===== config.mk =====
export PLATFORM = sky130hd
export DESIGN_NAME = stepper_step_pulse_generator
export DESIGN_NICKNAME = d
export VERILOG_FILES = /design/src/sspg_pkg.sv /design/src/sspg_core.sv /design/src/stepper_step_pulse_generator.sv
export SDC_FILE = /design/constraint.sdc
export NUM_CORES = 1
export LEC_CHECK = 0
export ABC_AREA = 0
export BUFFER_PORTS_ARGS = -buffer_cell sky130_fd_sc_hd__buf_2
export CAP_MARGIN = 10
export CORE_MARGIN = 3
export CORE_UTILIZATION = 45
export CTS_CLUSTER_DIAMETER = 120
export CTS_CLUSTER_SIZE = 16
export DETAILED_ROUTE_END_ITERATION = 6
export PLACE_DENSITY = 0.62
export SYNTH_ARGS = -nofsm -noshare
export SYNTH_HDL_FRONTEND = slang
export SYNTH_SLANG_ARGS = --single-unit

===== constraint.sdc =====
create_clock -name i_clk -period 22.6 [get_ports i_clk]
set_input_delay 2.26 -clock i_clk [delete_from_list [all_inputs] [get_ports i_clk]]
set_output_delay 2.26 -clock i_clk [all_outputs]
set_load 0.1 [all_outputs]

===== src/sspg_pkg.sv =====
// Shared types and constants for the stepper step/direction pulse generator.
`default_nettype none

package sspg_pkg;

    localparam int TARGET_W  = 16;
    localparam int SPEED_W   = 16;
    localparam int POS_OUT_W = 16;
    localparam int LIMIT_W   = 15;
    localparam int STEPS_W   = 17;

    localparam logic [STEPS_W-1:0] STEPS_MAX   = 17'h1FFFF;
    localparam logic [LIMIT_W-1:0] LIMIT_RESET = 15'h7FFF;

    typedef enum logic [1:0] {
        FUNC_TICK = 2'd0,
        FUNC_ABS  = 2'd1,
        FUNC_REL  = 2'd2,
        FUNC_CLR  = 2'd3
    } t_func;

    typedef struct packed {
        t_func                func;
        logic [TARGET_W-1:0]  target;
        logic [SPEED_W-1:0]   speed;
    } t_cmd;

    typedef struct packed {
        logic                 step_out;
        logic                 dir_out;
        logic [POS_OUT_W-1:0] position;
        logic                 busy_res;
        logic                 limit_hit;
        logic                 command_ignored;
    } t_res;

endpackage

`default_nettype wire


===== src/sspg_core.sv =====
// Motion state and per-beat update logic of the step/direction generator.
`default_nettype none

module sspg_core #(
    parameter int POS_WIDTH       = 16,
    parameter int MIN_HALF_PERIOD = 25
) (
    input  wire logic                            i_clk,
    input  wire logic                            i_rst_n,
    input  wire logic                            i_fire,
    input  wire sspg_pkg::t_cmd                  i_cmd,
    input  wire logic                            i_cfg_we,
    input  wire logic [sspg_pkg::LIMIT_W-1:0]    i_cfg_limit,
    output sspg_pkg::t_res                       o_res
);

    localparam int DW = ((POS_WIDTH > sspg_pkg::TARGET_W) ? POS_WIDTH : sspg_pkg::TARGET_W) + 2;
    localparam logic [sspg_pkg::SPEED_W-1:0] HP_MIN = MIN_HALF_PERIOD[sspg_pkg::SPEED_W-1:0];

    typedef enum logic [1:0] {
        PH_IDLE = 2'd0,
        PH_HIGH = 2'd1,
        PH_LOW  = 2'd2
    } t_phase;

    logic [POS_WIDTH-1:0]             r_pos,    n_pos;
    logic                             r_dir,    n_dir;
    logic [sspg_pkg::STEPS_W-1:0]     r_steps,  n_steps;
    logic [sspg_pkg::SPEED_W-1:0]     r_half,   n_half;
    logic [sspg_pkg::SPEED_W-1:0]     r_timer,  n_timer;
    t_phase                           r_phase,  n_phase;
    logic [sspg_pkg::LIMIT_W-1:0]     r_limit;

    logic                             busy;
    logic [DW-1:0]                    pos_sx;
    logic [DW-1:0]                    tgt_sx;
    logic [DW-1:0]                    move_dist;
    logic [DW-1:0]                    dist_mag;
    logic [sspg_pkg::STEPS_W-1:0]     steps_new;
    logic                             dir_new;
    logic [sspg_pkg::SPEED_W-1:0]     half_new;
    logic [DW-1:0]                    next_pos;
    logic [DW-1:0]                    next_mag;
    logic                             lim_reach;
    t_phase                           phase_a;
    logic [sspg_pkg::SPEED_W-1:0]     timer_a;
    logic [sspg_pkg::SPEED_W-1:0]     timer_inc;
    logic                             lvl;
    logic                             lim;
    logic                             ign;
    logic [DW-1:0]                    pos_zx;

    assign busy   = (r_steps != '0);
    assign pos_sx = {{(DW-POS_WIDTH){r_pos[POS_WIDTH-1]}}, r_pos};
    assign tgt_sx = {{(DW-sspg_pkg::TARGET_W){i_cmd.target[sspg_pkg::TARGET_W-1]}},
                     i_cmd.target};

    // move distance: absolute moves subtract the current position
    assign move_dist = tgt_sx - ((i_cmd.func == sspg_pkg::FUNC_ABS) ? pos_sx : '0);
    assign dist_mag  = move_dist[DW-1] ? (~move_dist + DW'(1)) : move_dist;
    assign steps_new = (dist_mag > DW'(sspg_pkg::STEPS_MAX)) ? sspg_pkg::STEPS_MAX
                                                             : dist_mag[sspg_pkg::STEPS_W-1:0];
    assign dir_new   = move_dist[DW-1] || (move_dist == '0);
    assign half_new  = (i_cmd.speed < HP_MIN) ? HP_MIN : i_cmd.speed;

    // soft limit check on the position the next step would reach
    assign next_pos  = r_dir ? (pos_sx - DW'(1)) : (pos_sx + DW'(1));
    assign next_mag  = next_pos[DW-1] ? (~next_pos + DW'(1)) : next_pos;
    assign lim_reach = (next_mag >= DW'(r_limit));

    always_comb begin
        n_pos     = r_pos;
        n_dir     = r_dir;
        n_steps   = r_steps;
        n_half    = r_half;
        n_timer   = r_timer;
        n_phase   = r_phase;
        phase_a   = r_phase;
        timer_a   = r_timer;
        lvl       = 1'b0;
        lim       = 1'b0;
        ign       = 1'b0;
        timer_inc = '0;
        if (i_cmd.func != sspg_pkg::FUNC_TICK) begin
            if (busy) begin
                ign = 1'b1;
            end else if (i_cmd.func == sspg_pkg::FUNC_CLR) begin
                n_pos = '0;
            end else begin
                n_dir   = dir_new;
                n_steps = steps_new;
                n_half  = half_new;
                n_timer = '0;
                n_phase = PH_IDLE;
            end
            lvl = (n_phase == PH_HIGH);
        end else if (busy) begin
            if (r_phase == PH_IDLE) begin
                if (lim_reach) begin
                    lim     = 1'b1;
                    n_steps = r_steps - 1'b1;
                end else begin
                    phase_a = PH_HIGH;
                    timer_a = '0;
                end
            end
            timer_inc = timer_a + 1'b1;
            if (phase_a == PH_HIGH) begin
                lvl     = 1'b1;
                n_phase = PH_HIGH;
                n_timer = timer_inc;
                if (timer_inc >= r_half) begin
                    n_phase = PH_LOW;
                    n_timer = '0;
                end
            end else if (phase_a == PH_LOW && !lim) begin
                n_timer = timer_inc;
                if (timer_inc >= r_half) begin
                    n_pos   = r_dir ? (r_pos - 1'b1) : (r_pos + 1'b1);
                    n_steps = r_steps - 1'b1;
                    n_phase = PH_IDLE;
                    n_timer = '0;
                end
            end
        end
    end

    assign pos_zx = DW'(n_pos);

    always_comb begin
        o_res.step_out        = lvl;
        o_res.dir_out         = n_dir;
        o_res.position        = pos_zx[sspg_pkg::POS_OUT_W-1:0];
        o_res.busy_res        = (n_steps != '0);
        o_res.limit_hit       = lim;
        o_res.command_ignored = ign;
    end

    always_ff @(posedge i_clk) begin
        if (!i_rst_n) begin
            r_pos   <= '0;
            r_dir   <= 1'b0;
            r_steps <= '0;
            r_half  <= HP_MIN;
            r_timer <= '0;
            r_phase <= PH_IDLE;
            r_limit <= sspg_pkg::LIMIT_RESET;
        end else begin
            if (i_fire) begin
                r_pos   <= n_pos;
                r_dir   <= n_dir;
                r_steps <= n_steps;
                r_half  <= n_half;
                r_timer <= n_timer;
                r_phase <= n_phase;
            end
            if (i_cfg_we) begin
                r_limit <= i_cfg_limit;
            end
        end
    end

endmodule

`default_nettype wire


===== src/stepper_step_pulse_generator.sv =====
// A beat is held in the input register, then its result in the result register.
// Throughput: one beat per cycle; the input register and the result register
// each advance whenever the stage after them is empty or being emptied.
// Motion state updates as a beat moves from the input register to the result.
// Synchronous active-low reset empties both registers, clears position and
// steps, sets half period to MIN_HALF_PERIOD and the step limit to 32767.
`default_nettype none

module stepper_step_pulse_generator #(
    parameter int POS_WIDTH       = 16,
    parameter int MIN_HALF_PERIOD = 25
) (
    input  wire logic                            i_clk,
    input  wire logic                            i_rst_n,
    input  wire logic                            i_cfg_valid,
    output logic                                 o_cfg_ready,
    input  wire logic [sspg_pkg::LIMIT_W-1:0]    i_cfg_data,
    input  wire logic                            i_in_valid,
    output logic                                 o_in_ready,
    input  wire logic [1:0]                      i_func,
    input  wire logic signed [15:0]              i_target,
    input  wire logic [15:0]                     i_speed,
    output logic                                 o_out_valid,
    input  wire logic                            i_out_ready,
    output logic                                 o_step_out,
    output logic                                 o_dir_out,
    output logic signed [15:0]                   o_position,
    output logic                                 o_busy_res,
    output logic                                 o_limit_hit,
    output logic                                 o_command_ignored
);

    logic             r_in_valid;
    sspg_pkg::t_cmd   r_in;
    logic             r_out_valid;
    sspg_pkg::t_res   r_out;
    sspg_pkg::t_res   res;
    logic             adv;

    assign adv         = r_in_valid && (!r_out_valid || i_out_ready);
    assign o_in_ready  = !r_in_valid || adv;
    assign o_cfg_ready = 1'b1;

    sspg_core #(
        .POS_WIDTH       (POS_WIDTH),
        .MIN_HALF_PERIOD (MIN_HALF_PERIOD)
    ) u_core (
        .i_clk       (i_clk),
        .i_rst_n     (i_rst_n),
        .i_fire      (adv),
        .i_cmd       (r_in),
        .i_cfg_we    (i_cfg_valid),
        .i_cfg_limit (i_cfg_data),
        .o_res       (res)
    );

    always_ff @(posedge i_clk) begin
        if (!i_rst_n) begin
            r_in_valid  <= 1'b0;
            r_out_valid <= 1'b0;
        end else begin
            if (o_in_ready) begin
                r_in_valid <= i_in_valid;
            end
            if (adv) begin
                r_out_valid <= 1'b1;
            end else if (i_out_ready) begin
                r_out_valid <= 1'b0;
            end
        end
    end

    always_ff @(posedge i_clk) begin
        if (i_in_valid && o_in_ready) begin
            r_in.func   <= sspg_pkg::t_func'(i_func);
            r_in.target <= i_target;
            r_in.speed  <= i_speed;
        end
        if (adv) begin
            r_out <= res;
        end
    end

    assign o_out_valid       = r_out_valid;
    assign o_step_out        = r_out.step_out;
    assign o_dir_out         = r_out.dir_out;
    assign o_position        = r_out.position;
    assign o_busy_res        = r_out.busy_res;
    assign o_limit_hit       = r_out.limit_hit;
    assign o_command_ignored = r_out.command_ignored;

`ifndef SYNTHESIS
    a_held_beat_kept: assert property (@(posedge i_clk) disable iff (!i_rst_n)
        r_in_valid && !adv |=> r_in_valid && $stable(r_in))
        else $error("input beat lost while stalled");

    a_skip_no_pulse: assert property (@(posedge i_clk) disable iff (!i_rst_n)
        o_out_valid |-> !(o_limit_hit && o_step_out))
        else $error("step pulse on a skipped step");

    a_ignore_busy: assert property (@(posedge i_clk) disable iff (!i_rst_n)
        o_out_valid && o_command_ignored |-> o_busy_res && !o_limit_hit)
        else $error("command dropped while idle");
`endif

endmodule

`default_nettype wire

# ---- Word level (Yosys, flattened, before mapping)
# Index checks and enable logic that the tools add are counted.
dict set report totals {
  n_memories 0
  regBits 140
  mem_bits_rw 0
  latchBits 0
  in_bits 54
  romBits 0
  out_inout_bits 24
}
dict set report op_classes {
  bitwise_logic 4
  magnitude_cmp 4
  n_mux 60
  div_mod_pow 0
  reduce_logical 22
  eq_ne 7
  multipliers 0
  add_sub_neg 9
  shifts 0
}
# operator n
set op_table {}
lappend op_table {{$mux W16} 20}
lappend op_table {{$mux W17} 10}
lappend op_table {{$mux W18} 4}
lappend op_table {{$add A18 B1 Y18 const B} 2}
lappend op_table {{$not A18 Y18} 2}
lappend op_table {{$reduce_bool A17 Y1} 2}
lappend op_table {{$add A16 B1 Y16 const B} 2}
lappend op_table {{$mux W2} 13}
lappend op_table {{$ge A18 B15 Y1} 1}
lappend op_table {{$gt A18 B17 Y1 const B} 1}
lappend op_table {{$logic_not A18 Y1} 1}
lappend op_table {{$sub A18 B18 Y18} 1}
lappend op_table {{$add A16 B2 Y17 const B} 1}
lappend op_table {{$sub A16 B2 Y17 const B} 1}
lappend op_table {{$sub A17 B1 Y17 const B} 1}
lappend op_table {{$ge A16 B16 Y1} 1}
lappend op_table {{$lt A16 B5 Y1 const B} 1}
lappend op_table {{$sub A16 B1 Y16 const B} 1}
lappend op_table {{$mux W1} 13}
lappend op_table {{$reduce_and A4 Y1} 2}
lappend op_table {{$eq A2 B1 Y1 const B} 3}
lappend op_table {{$reduce_bool A2 Y1} 3}
lappend op_table {{$reduce_bool A3 Y1} 2}
lappend op_table {{$reduce_and A5 Y1} 1}
lappend op_table {{9 further kinds} 17}

# ---- Depth between registers and ports, before layout
# Gate-level depths: netlist of run 1.
dict set report logic_depth {
  ltp_word 18
  ltp_mapped 40
}

# ---- Modules after synthesis
# A second synthesis of run 1 with hierarchy kept.
dict set report hier_totals {
  cells_unflattened 1086
  area_unflattened_um2 9678.0
}
# mod instances cells_each area_per_inst_um2 seq_area_each_um2
set modules_own_cells {}
lappend modules_own_cells {sspg_core 1 1020 7911.3 1661.6}
lappend modules_own_cells {stepper_step_pulse_generator 1 66 1766.7 1691.6}

# ---- Worst setup path after synthesis of run 1
# OpenSTA, ideal clock, no wires.
dict set report synth_timing {
  kind {reg2reg}
  start {register u_core.r_dir}
  end {register r_out, in the netlist o_busy_res (data pin)}
  setup_slack_ps 14223
  required_time_ps 22335
  arrival_time_ps 8111
  path_buffers 4
  setup_time_ps 265
  period_less_slack_ps 8377
  path_stages_with_launch 38
  path_cell_list {dfxtp_1 > ha_1 > and3_1 > a221oi_2 > o31ai_4 > a31o_1 > and2_1 > buf_2 > nor2_1 > xnor2_1 > ha_1 > a21o_1 > a21oi_1 > o211ai_1 > a31oi_1 > o21ai_0 > nor3_2 > clkbuf_1 > [2 not listed] > and3_1 > and3_1 > clkbuf_1 > nand4_1 > xor2_1 > nor2_1 > ha_1 > nand4_1 > nor2_1 > o221ai_1 > a31o_2 > or3_1 > clkbuf_1 > and3_1 > nor4_1 > nor4bb_1 > nand4_1 > or3_1}
}
# item line_no
set synth_lines {}
lappend synth_lines {{from (decl)} sspg_core.sv:27} ;# logic r_dir, n_dir;
lappend synth_lines {{from (signal assigned)} sspg_core.sv:151} ;# r_dir <= n_dir;
lappend synth_lines {{to (signal assigned)} stepper_step_pulse_generator.sv:80} ;# r_out <= res;
lappend synth_lines {{to (decl)} stepper_step_pulse_generator.sv:36} ;# sspg_pkg::t_res r_out;

==> impl.org, run 1 <==
** Outcome
- Result of the run :: finished, final reports clean

** Critical path
- For the worst setup path, the data arrival time is 9470 ps.
- Most common cell type on the critical path :: ha_1
- Worst Reg-to-Reg Cells :: 34
- The largest single stage delay on the critical path is 830 ps.
- Of all nets on the critical path, the largest fanout is 19.
- WP data required :: 22780 ps
- Source of the worst register-to-register timing path :: u_core.r_dir
- The worst register-to-register path has a setup slack of 13310 ps.
- For this design, the slowest cell found on the critical path is dfxtp_1.
- Crit Path Category :: register to register
- Endpoint of the worst-slack reg-to-reg timing path :: o_busy_res
- Critical Path Start Type :: register
- Endpoint class of the critical path :: register

** Placed design
- Gpl congestion :: 0.9991
- Detailed placement HPWL :: about 20 mm
- Dpl cells :: 1468
- Placed instance area :: 10290 um^2
- Count of input and output buffers :: 76
- OpenSTA, run right after detailed placement, puts the worst setup slack at around 13000 ps.

** Global routing
- Met1 track utilization from global routing :: 0.3437
- Wire length of the first global-routing pass :: 44.09 mm
- For met2 alone, demand over resource in global routing was 0.3242.
- The initial antenna violation count was 0.
- In the global route stage, overall resource usage came out at 0.2285.
- Grt met3 use :: 0.05776
- The via count of the first global-routing pass is about 8000.
- Most utilized layer in the global route result :: met1
- The total overflow left after global routing is 0.
- Entering global routing, the biggest net connects 62 pins.

** Clock network
- The number of gates resized after CTS was 0.
- Deepest level of the CTS H-tree :: 4
- After clock tree synthesis, the clock-pin slew on the worst setup and hold paths is about 70 ps.
- Num Clock Sinks :: 140
- TritonCTS clock tree :: built
- The tree is rooted in a clkbuf_16.
- Counting along the longest clock path gives a buffer depth of 2.
- Hold buffers post-CTS :: 0
- Buffers added to address setup during post-CTS repair amount to 0.
- Clock latency on the worst-skew pair :: 440 ps
- In this run, CTS created clock tree buffers numbering 17.

** Synthesis
- The synthesized design spends more area on one cell type than any other, namely dfxtp_1.
- In this run the mean area of a mapped cell was 8.364 um^2.
- Area of the mapped netlist :: 9736 um^2
- In this run, synthesis inferred between 50 and 60 flip-flops with an integrated enable.
- Main synth FF type :: dfxtp_1
- Of the synthesized area, sequential elements account for 0.3444.
- Counting flops and latches in the post-synthesis netlist gives 140.
- Of the post-synthesis cell area, the dominant cell type holds 0.1748.
- Ranked by instance count, the synthesized netlist is headed by nand2_1, nor2_1, dfxtp_1.
- Library cell with the highest instance count after synthesis :: nand2_1
- FFs w/ async S/R, synth :: 0
- Leading post-synthesis cells by cell area :: dfxtp_1, edfxtp_1, ha_1, nand2_1, nor2_1
- Post-synthesis instance total :: 1164
- Yosys mapped the design onto 88 distinct sky130hd cell types.
- The number of nets handed over by synthesis was 1286.
- Number of warnings reported in the yosys synthesis log :: 0

** Timing
- Final worst clock skew :: approximately 17 ps
- At the pin with the least slew margin, the transition time is about 1100 ps.
- Final total negative setup slack :: 0 ps
- Slew HR :: 0.2833
- Worst Hold Slack :: 452.9 ps
- RSZ-0062 raised after global routing :: false
- Based on the critical path, the design can be clocked at up to 0.1077 GHz.
- Worst-case setup margin in the final layout :: 13310 ps
- Setup violation total in the final timing report :: 0
- Share of the cycle needed by the critical path after routing :: 0.4109
- The count of final hold-check violations came to 0.
- The worst path needs 9287 ps of the cycle, external delays included.
- Final slew viol count :: 0

** Pwr
- Pwr per Cell Area :: 68.67 nW/um^2
- Cell internal power was estimated by the tool at between 400 and 500 uW.
- Sequential power share :: 0.380
- Proportion of power drawn by combinational gates :: 0.237
- Maximum vdd ir drop :: roughly 0.049 mV
- The design draws ~750 uW.
- Share of total power in the clock network :: 0.383
- Net switching power :: 263.8 uW
- Reported leakage power :: 4.334 nW
- Net switching share of the total power :: 0.3524

** Finish
- Layout overhead on the synthesized area :: 11.99%
- Filler-free cell count of the finished design :: 1500
- Post-layout utilization of the core :: 0.5154
- Inserted Diodes :: 0
- After routing the design area is 10900 um^2.
- Of the cells placed in the final design, the portion with a size suffix greater than 1 is 0.1167.
- The final layout contains approximately 1300 nets.
- Number of filler cells placed in the layout :: 1981

** Route
- Detail-routed net length per standard cell :: roughly 18 um
- Across all layers, the routed design uses 8909 vias.
- Using the TritonRoute via totals, the vias-per-cell ratio works out to 5.939.
- In the routed design, unresolved DRC markers number 0.
- DRT antenna net count :: 0
- Wires add up to 26.79 mm.
- The first detailed-routing pass took 5 iterations.
- The detailed router finished its first iteration with 826 violations.

** Worst hold path
- Worst hold path stage count :: 2
- The min-delay analysis places its worst path in the category register to register.
- The worst hold path terminates at u_core.r_half[14].
- Critical hold path startpoint :: u_core.r_half[14]

** Floorplanning
- Measured along the y axis, the die boundary spans 153.1 um.
- The die covers 23440 um^2.
- The initial utilization of the core area, before any placement, comes to 0.4602.
- The die is 153.1 um wide.
- The core region is 21150 um^2.
- Placement row count :: 53
- Boundary pin count :: 78

** Job
- Number of max-cap violations :: 0
cells by family (layout without fill, tap and decap cells):
family	count (synthesis)	after routing	synth area share
and+or+nand+nor	464	464	0.2327
AOI/OAI and AO/OA	321	321	0.2268
DFF	140	140	0.3444
buffers and inverters	99	160	0.04113
adders and majority gates	68	68	0.08893
xor gates and xnor gates	61	61	0.05488
muxes	10	10	0.01067
other	1	1	0.0003852
cell type report:
type / instances / area [um^2] / share of cell area
flip-flops and latches: 140 / 3353 / 0.3076
multi-input cells: 925 / 5987 / 0.5491
well taps: 275 / 344.1 / 0.03156
clock buffers: 17 / 425.4 / 0.03902
inverters: 45 / 168.9 / 0.01549
repair buffers: 83 / 432.9 / 0.03971
clock inverters: 15 / 191.4 / 0.01756
per-layer routing:
metal,vias to the layer above,part of all wire
met5,-,0
met4,0,0.020
met3,49,0.078
met2,323,0.41
met1,4149,0.49
li1,4388,-
how the worst max path moves through the flow:
stage | from | to | depth (start not counted)
global route | u_core.r_dir | o_busy_res | 35
detailed placement | u_core.r_dir | o_busy_res | 35
finish | u_core.r_dir | o_busy_res | 34
floorplan | u_core.r_dir | o_busy_res | 37
CTS | u_core.r_dir | o_busy_res | 35
global placement | u_core.r_dir | o_busy_res | 36
power groups by stage:
stage	combinational, mW	clock, mW	sequential (mW)
6_report	0.177	0.287	0.285
5_1_grt	0.195	0.303	0.286
4_1_cts	0.175	0.292	0.284
3_5_place_dp	0.174	0	0.290
3_3_place_gp	0.173	0	0.290
2_1_floorplan	0.118	0	0.301
critical path, delay by kind of cell, from the launching register on:
kind / cells / cell delay [ps]
buffers and inverters: 1 / 250
flip-flops: 1 / 830
adder cells (fa/ha/maj): 4 / 1230
AND/OR/NAND/NOR: 15 / 3380
AO/OA/AOI/OAI: 12 / 2910
XOR/XNOR: 2 / 390
placed cells by master, fill, tap and decap left out, drive strengths merged, types with 20 or more instances in the layout:
cell and n:
edfxtp 55, xnor2 38, dfxtp 85, ha 66
a21o 20, nor3 44, a211oi 20, a21oi 78
xor2 23, nor2 122, inv 51, o21ai 57
nand3 29, buf 83, o211ai 29, nand2 138
state kept, by name, indices dropped and copies added (netlist names):
| signal | count |
|---|---|
| o_busy_res | 1 |
| o_command_ignored | 1 |
| o_dir_out | 1 |
| o_limit_hit | 1 |
| o_out_valid | 1 |
| o_position | 16 |
| o_step_out | 1 |
| r_in | 34 |
| r_in_valid | 1 |
| u_core.r_dir | 1 |
| u_core.r_half | 16 |
| u_core.r_limit | 15 |
| u_core.r_phase | 2 |
| u_core.r_pos | 16 |
| u_core.r_steps | 17 |
| u_core.r_timer | 16 |
Note: power is estimated with default switching activity, not from simulation.
==> run 2: changes to the inputs <==
- ABC_AREA: 0 -> 1
- clock period: 22.6 -> 9.56 ns (I/O delays scaled with it)
==> run 2 against run 1 <==
  * Synthesized cell count rose by 28%
  * Critical endpoint unchanged
  * Count of clock-buffer cells in the layout rose by 1
  * Critical path type unchanged
  * Die area rose by 5.7%
  * Setup slack got worse by 12000 ps
  * Largest cell class unchanged
  * Design area rose by 5.3%
==> impl.org, run 2 <==
** Critical path
- Cell with the largest stage delay on the worst path :: dfxtp_1
- Worst endpoint data arrival time :: 8130 ps (-1340 ps)
- Crit Path Category :: register to register
- The delay of the slowest critical-path stage came to 860 ps (+30 ps).
- Most common cell type on the critical path :: nand2_1
- WP data required :: 9730 ps (-13050 ps)
- Critical Path Start Type :: register
- The largest driver fanout on the critical path came to 32 (+13).
- Endpoint class of the critical path :: register

** Finish
- Largest register FFs :: 34 (unchanged)
- The fraction of final layout cells with drive strength greater than 1 was 0.1079 (-0.008835).
- Number of filler cells placed in the layout :: 2234 (+13%)
- Most frequent cells in the layout :: nand2_1, inv_1, nor2_1
- The end-of-flow core utilization came to 0.5181 (+0.002659).
- Layout overhead on the synthesized area :: 11.32%
- Multi-input gate area :: 5864 um^2 (-2.0%)
- Most common library cell in the layout ignoring fill and taps :: nand2_1
- The count of nets after finishing was 1667 (+25%).
- Footprint of the flip-flops and latches :: 3353 um^2 (unchanged)
- Register bank with the most flops :: r_in
- The antenna diode count was 0 (unchanged).
- Leading registers by flop count :: r_in (34), u_core.r_steps (17)

** Global routing
- Wire length of the first global-routing pass :: 42.72 mm (-3.1%)
- Gr ovfl total :: 0 (unchanged)
- The initial antenna violation count is 0 (unchanged).
- The overall track demand over capacity in global routing was 0.2127 (-0.01579).
- The via count of the first global-routing pass is 8676 (+5.9%).
- Pin count of the biggest net entering global routing :: 63 (+1.6%)

** Floorplanning
- Placement row count :: 54 (+1.9%)
- Die X :: 157.4 um (+2.8%)
- The number of top-level pins came to 78 (unchanged).
- Standard cell core area :: 22160 um^2 (+4.8%)
- Die outline area :: 24770 um^2 (+5.7%)
- The effective utilization at floorplan was 0.4654 (+0.005167).
- The vertical die dimension is 157.4 um (+2.8%).

** Synthesis
- The proportion of synthesized chip area in sequential cells is 0.3251 (-0.01930).
- Unique cell type count in the Yosys netlist :: 58 (-34%)
- Mapped Nets :: 1612 (+25%)
- Cell types with the highest counts after synthesis :: nand2_1, inv_1, nor2_1
- The number of enable-type register cells in the synthesized netlist came to 55 (unchanged).
- Number of register bits inferred by synthesis :: 140 (unchanged)
- Of all cell types, the one taking the most synthesized area is dfxtp_1.
- The post-synthesis instance area was 10310 um^2 (+5.9%).
- Number of warnings reported in the yosys synthesis log :: 0 (unchanged)
- By area the synthesized netlist is led by dfxtp_1, edfxtp_1, nand2_1, inv_1, ha_1.
- The portion of synthesized cell area occupied by the leading cell type came to 0.1650 (-0.009796).
- Average instance area after synthesis :: 6.922 um^2 (-17%)
- In the synthesized netlist the dominant register cell turns out to be dfxtp_1.
- The count of mapped cells out of synthesis came to 1490 (+28%).
- FFs w/ async S/R, synth :: 0 (unchanged)
- Library cell with the highest instance count after synthesis :: nand2_1

** Timing
- Final hold vios :: 0 (unchanged)
- The remaining max-slew budget at the tightest pin was 0.1891 (-0.09420).
- The final count of negative-setup-slack endpoints came to 0 (unchanged).
- The final setup skew is 16.12 ps (-0.6145 ps).
- Final total negative setup slack :: 0 ps (unchanged)
- RSZ-0062 raised after global routing :: false
- Final slew viol count :: 0 (unchanged)
- The achievable frequency is 0.1257 GHz (+17%).
- Worst-case setup margin in the final layout :: 1602 ps (-11710 ps)
- The final critical path time including I/O delays and setup is 7958 ps (-1329 ps).
- The final period utilization is 0.8325 (+0.4215).
- Tightest Pin Transition :: 1212 ps (+142.6 ps)

** Pwr
- The power density normalized to cell area was 153.8 nW/um^2 (+120%).
- Maximum vdd ir drop :: 0.1110 mV (+130%)
- The reported leakage power was 5.684 nW (+31%).
- The total power was 1.766 mW (+140%).

** Clock network
- The register clock-pin slew on the reported worst setup and hold paths came to 60 ps (about the same).
- The total setup buffers inserted after CTS came to 0 (unchanged).
- The hold buffer count at CTS came to 0 (unchanged).
- Number of clock buffers inserted by TritonCTS :: 17 (unchanged)
- TritonCTS clock tree :: built
- The number of buffers between clock root and the deepest sink was 2 (unchanged).
- In this run the clock root is driven by a clkbuf_16.
- Num Clock Sinks :: 140 (unchanged)
- The insertion delay of the later-clocked pin in the worst-skew pair is 430 ps (about the same).
- Resized Gates After CTS :: 0 (unchanged)
- The number of levels the H-tree was split into is 4 (unchanged).

** Route
- Detail-routed net length per standard cell :: 14.19 um (-21%)
- The post-detailed-routing wire length is 26.06 mm (-2.7%).
- Per-cell via count in the routed design :: 5.173 (-13%)
- DRT antenna net count :: 0 (unchanged)
- The via total after detailed routing was 9503 (+6.7%).
- The total DRC errors in the routed layout is 0 (unchanged).
- Pre-antenna DRT Iters :: 6 (+1)
- Violation count after the first detailed-route iteration :: 727 (-12%)

** Placed design
- Setup slack after placement :: 1664 ps (-11820 ps)
- The final RePlAce weighted congestion was 0.8832 (-12%).
- The port buffer count came to 76 (unchanged).
- The placed wire-length estimate after detailed placement was 19.71 mm (-1.8%).

** Job
- Number of max-cap violations :: 0 (unchanged)

** Outcome
- Result of the run :: finished, final reports clean

** Worst hold path
- The tightest min-delay check is of the register to register type.
-- run 2: final timing paths --
path,start,to,slack [ps],cells after the start
worst min register to register,u_core.r_half[2],u_core.r_half[2],460,2
worst max-delay path,u_core.r_dir,o_busy_res,1600,49
worst max register to register,u_core.r_dir,o_busy_res,1600,49
worst min-delay path,u_core.r_half[2],u_core.r_half[2],460,2
-- run 2: power by group --
group	total, mW	internal [mW]	switching, mW
logic	0.403	0.122	0.281
registers	0.678	0.654	0.0242
clock network	0.684	0.411	0.273
total	1.77	1.19	0.579
-- run 2: routing by layer --
metal  routed length, um  share of wire  track usage  up-vias
met2               11670           0.45       0.3414      206
met1               12830           0.49       0.3026     4276
met3                1195          0.046      0.03272       27
met4                 369          0.014      0.04959        0
li1                    -              -            -     4994
met5                   0              0            0        -
-- run 2: logic make-up (layout without fill, tap and decap cells) --
family          Yosys count  in the layout  share of synthesized area
flops                   140            140                     0.3251
simple gates            698            698                     0.3011
other cells               1              1                  0.0003636
fa+ha+maj                68             68                    0.08395
buf+inv                 284            351                     0.1072
compound gates          251            251                     0.1382
xor+xnor                 48             48                    0.04404
-- run 2: final cells by class --
| type | count | share of cell area |
|---|---|---|
| well taps | 280 | 0.03051 |
| clock buffers | 18 | 0.03738 |
| repair buffers | 81 | 0.03640 |
| multi-input cells | 1066 | 0.5108 |
| flip-flops and latches | 140 | 0.2921 |
| clock inverters | 13 | 0.01471 |
| inverters | 239 | 0.07814 |
-- run 2: critical path, delay by kind of cell (launching register included) --
kind	cells	cell delay (ps)
compound gates	5	1070
simple gates	33	3690
buf+inv	4	250
xor+xnor	3	660
flops	1	860
fa+ha+maj	4	1140
-- run 2: stage by stage --
stage | std cells | hold WS [ps] | instance area (um^2)
final | 1837 | 464.5 | 11480
after detailed placement | 1806 | 456.3 | 10880
after CTS | 1837 | 465.2 | 11480
after global routing | 1837 | 480.7 | 11480
after floorplan | 1490 | 435.6 | 10310
after global placement | 1806 | 451.1 | 10880
==> run 3: changes to the inputs <==
- clock period: 9.56 -> 7.5 ns (I/O delays scaled with it)
==> run 3 against run 2 <==
  * Design area up 0.28%
  * Power up 26%
  * Cell count up 0.27%
  * Clock skew down 7.4 ps
  * Critical path depth down 4
  * Register-to-register slack worse by 970 ps
  * Via count about the same
==> impl.org, run 3 (synthesis results as in run 2) <==
** Clock network
- Clock latency on the worst-skew pair :: 430 ps (about the same)
- TritonCTS built the clock tree.
- The number of clock sinks came to 140 (unchanged).
- Clock Tree Buf Depth :: 2 (unchanged)
- The number of levels the H-tree was split into came to 4 (unchanged).
- Buffer type at the clock tree root :: clkbuf_16
- CTS clock-pin slew for the worst setup and hold paths :: 60 ps (about the same)
- Number of clock buffers inserted by TritonCTS :: 17 (unchanged)

** Finish
- Layout Cell Area excl Fill :: 11510 um^2 (+0.28%)
- The filler cell count in the final layout was 2288 (+2.4%).
- Leading registers by flop count :: r_in (34), u_core.r_steps (17)
- Most frequent cells in the layout :: nand2_1, inv_1, nor2_1
- Most common library cell in the layout ignoring fill and taps :: nand2_1
- From synthesis to final layout, the design area changed by 11.63%.
- Final-stage net count :: 1671 (+0.24%)
- Footprint of the flip-flops and latches :: 3357 um^2 (+0.11%)
- Register bank with the most flops :: r_in
- The flip-flop count of the largest register, all copies and words added is 34 (unchanged).
- The end-of-flow core utilization came to 0.5195 (+0.001468).
- Inserted Diodes :: 0 (unchanged)
- Fraction of layout cells with a size suffix above 1 :: 0.1120 (+0.004136)
- Multi-input gate area :: 5869 um^2 (about the same)

** Floorplanning
- Die X :: 157.4 um (unchanged)
- Die outline area :: 24770 um^2 (unchanged)
- Die outline height :: 157.4 um (unchanged)
- The row count came to 54 (unchanged).
- The number of top-level pins is 78 (unchanged).
- The area inside the core boundary was 22160 um^2 (unchanged).
- Starting density of the core :: 0.4654 (unchanged)

** Job
- The max-cap violation count came to 0 (unchanged).

** Critical path
- Source of the worst register-to-register timing path :: u_core.r_dir
- The delay of the slowest critical-path stage is 500 ps (-360 ps).
- Endpoint class of the critical path :: register
- The largest driver fanout on the critical path came to 32 (unchanged).
- The most critical setup path has its startpoint at u_core.r_dir.
- The endpoint identified for the worst register-to-register timing path is o_busy_res.
- By instance count, the cell type seen most on the critical path is nand2_1.
- The data required time at the worst endpoint was 7670 ps (-2060 ps).
- Worst endpoint data arrival time :: 7040 ps (-1090 ps)
- The worst-case reg-to-reg path depth was 45 (-8.2%).
- Cell with the largest stage delay on the worst path :: dfxtp_4
- Endpoint of the most critical setup path :: o_busy_res
- The minimum setup slack among reg-to-reg paths came to 630 ps (-970 ps).
- The critical path is of the register to register type.
- Critical Path Start Type :: register

** Route
- The total DRC errors in the routed layout came to 0 (unchanged).
- The number of search-and-repair iterations in the first detailed-routing pass came to 5 (-1).
- WL met1 :: 12.99 mm (+1.3%)
- After detailed routing, no signal wire sits above met4.
- DRT antenna net count :: 0 (unchanged)
- Met2 Routed Length :: 11.98 mm (+2.7%)
- The violation count after the first detailed-routing iteration was 665 (-8.5%).
- Wire length on met3 :: 996 um (-17%)
- The post-detailed-routing wire length came to 26.37 mm (+1.2%).
- The via density per instance came to 5.161 (-0.24%).
- The via total after detailed routing is 9506 (+0.032%).
- Detail-routed net length per standard cell :: 14.32 um (+0.91%)

** Placed design
- Placed instance area :: 10910 um^2 (+0.21%)
- The port buffer count came to 76 (unchanged).
- The placed wire-length estimate after detailed placement came to 20.16 mm (+2.3%).
- Setup slack after placement :: 145.4 ps (-1518 ps)
- The final RePlAce weighted congestion came to 0.9017 (+2.1%).

** Timing
- The sum of negative setup slack came to 0 ps (unchanged).
- Share of the cycle needed by the critical path after routing :: 0.9163 (+0.08382)
- Final worst clock skew :: 8.678 ps (-7.443 ps)
- The final critical path time including I/O delays and setup was 6872 ps (-1086 ps).
- Fmax :: 0.1455 GHz (+16%)
- The remaining max-slew budget at the tightest pin is 0.3859 (+0.1968).
- Worst-case setup margin in the final layout :: 627.8 ps (-973.8 ps)
- RSZ-0062 raised after global routing :: true
- The count of final hold-check violations is 0 (unchanged).
- The final count of negative-setup-slack endpoints was 0 (unchanged).
- Final slew viol count :: 0 (unchanged)
- Tightest Pin Transition :: 920.1 ps (-291.7 ps)

** Outcome
- Result of the run :: finished, final reports clean

** Global routing
- The overall track demand over capacity in global routing is 0.2183 (+0.005575).
- The largest net degree at the start of global routing came to 68 (+7.9%).
- The first-pass GRT wire length is 43.57 mm (+2.0%).
- The global route total overflow is 0 (unchanged).
- Vias in the first global route :: 8781 (+1.2%)
- The initial antenna violation count came to 0 (unchanged).

** Pwr
- The power density normalized to cell area is 193.3 nW/um^2 (+26%).
- Pwr Total :: 2.226 mW (+26%)
- The worst IR drop on VDD was 0.1401 mV (+26%).
- The reported leakage power came to 5.705 nW (+0.38%).

** Worst hold path
- Classification of the worst-slack hold path :: register to register
run 3: how the worst min path moves through the flow:
stage / cells past startpoint / startpoint / to / slack (ps)
detailed placement: 2 / u_core.r_half[10] / u_core.r_half[10] / 460
finish: 2 / u_core.r_half[10] / u_core.r_half[10] / 460
CTS: 2 / u_core.r_half[10] / u_core.r_half[10] / 460
global placement: 2 / u_core.r_half[10] / u_core.r_half[10] / 450
global route: 1 / i_target[0] / r_in[16] / 480
floorplan: 2 / u_core.r_half[9] / u_core.r_half[9] / 440
run 3: metal layers:
| layer | vias to the layer above | GRT usage |
|---|---|---|
| met5 | - | 0 |
| met4 | 0 | 0.05496 |
| met3 | 28 | 0.03244 |
| met2 | 210 | 0.3481 |
| met1 | 4270 | 0.3117 |
| li1 | 4998 | - |
run 3: power breakdown:
part	internal, mW	switching (mW)
combinational	0.158	0.358
sequential	0.834	0.0305
clock	0.482	0.364
total	1.47	0.752
run 3: worst max-delay path, delay by kind of cell (launching register included):
kind	cells	cell delay [ps]
AOI/OAI and AO/OA	5	1000
buffers and inverters	5	480
DFF	1	500
adders and majority gates	3	880
and+or+nand+nor	30	3200
xor gates and xnor gates	2	520
run 3: what timing repair did:
item                                    CTS  global route
endpoints found under the setup margin    0            47
hold buffers                              0             0
gates resized for setup                   0             4
buffers inserted                          0             0
run 3: final cells by class:
class / count / area share
multi-input combinational: 1066 / 0.5098
sequential: 140 / 0.2916
inverter: 239 / 0.07824
timing repair buffer: 85 / 0.03923
clock buffer: 18 / 0.03912
tap: 280 / 0.03043
clock inverter: 14 / 0.01163
run 3: through the flow:
step,hold slack [ps],std cells
4_1_cts,463.0,1841
3_5_place_dp,455.1,1809
6_report,463.2,1842
3_3_place_gp,451.8,1809
2_1_floorplan,435.6,1490
5_1_grt,475.7,1842
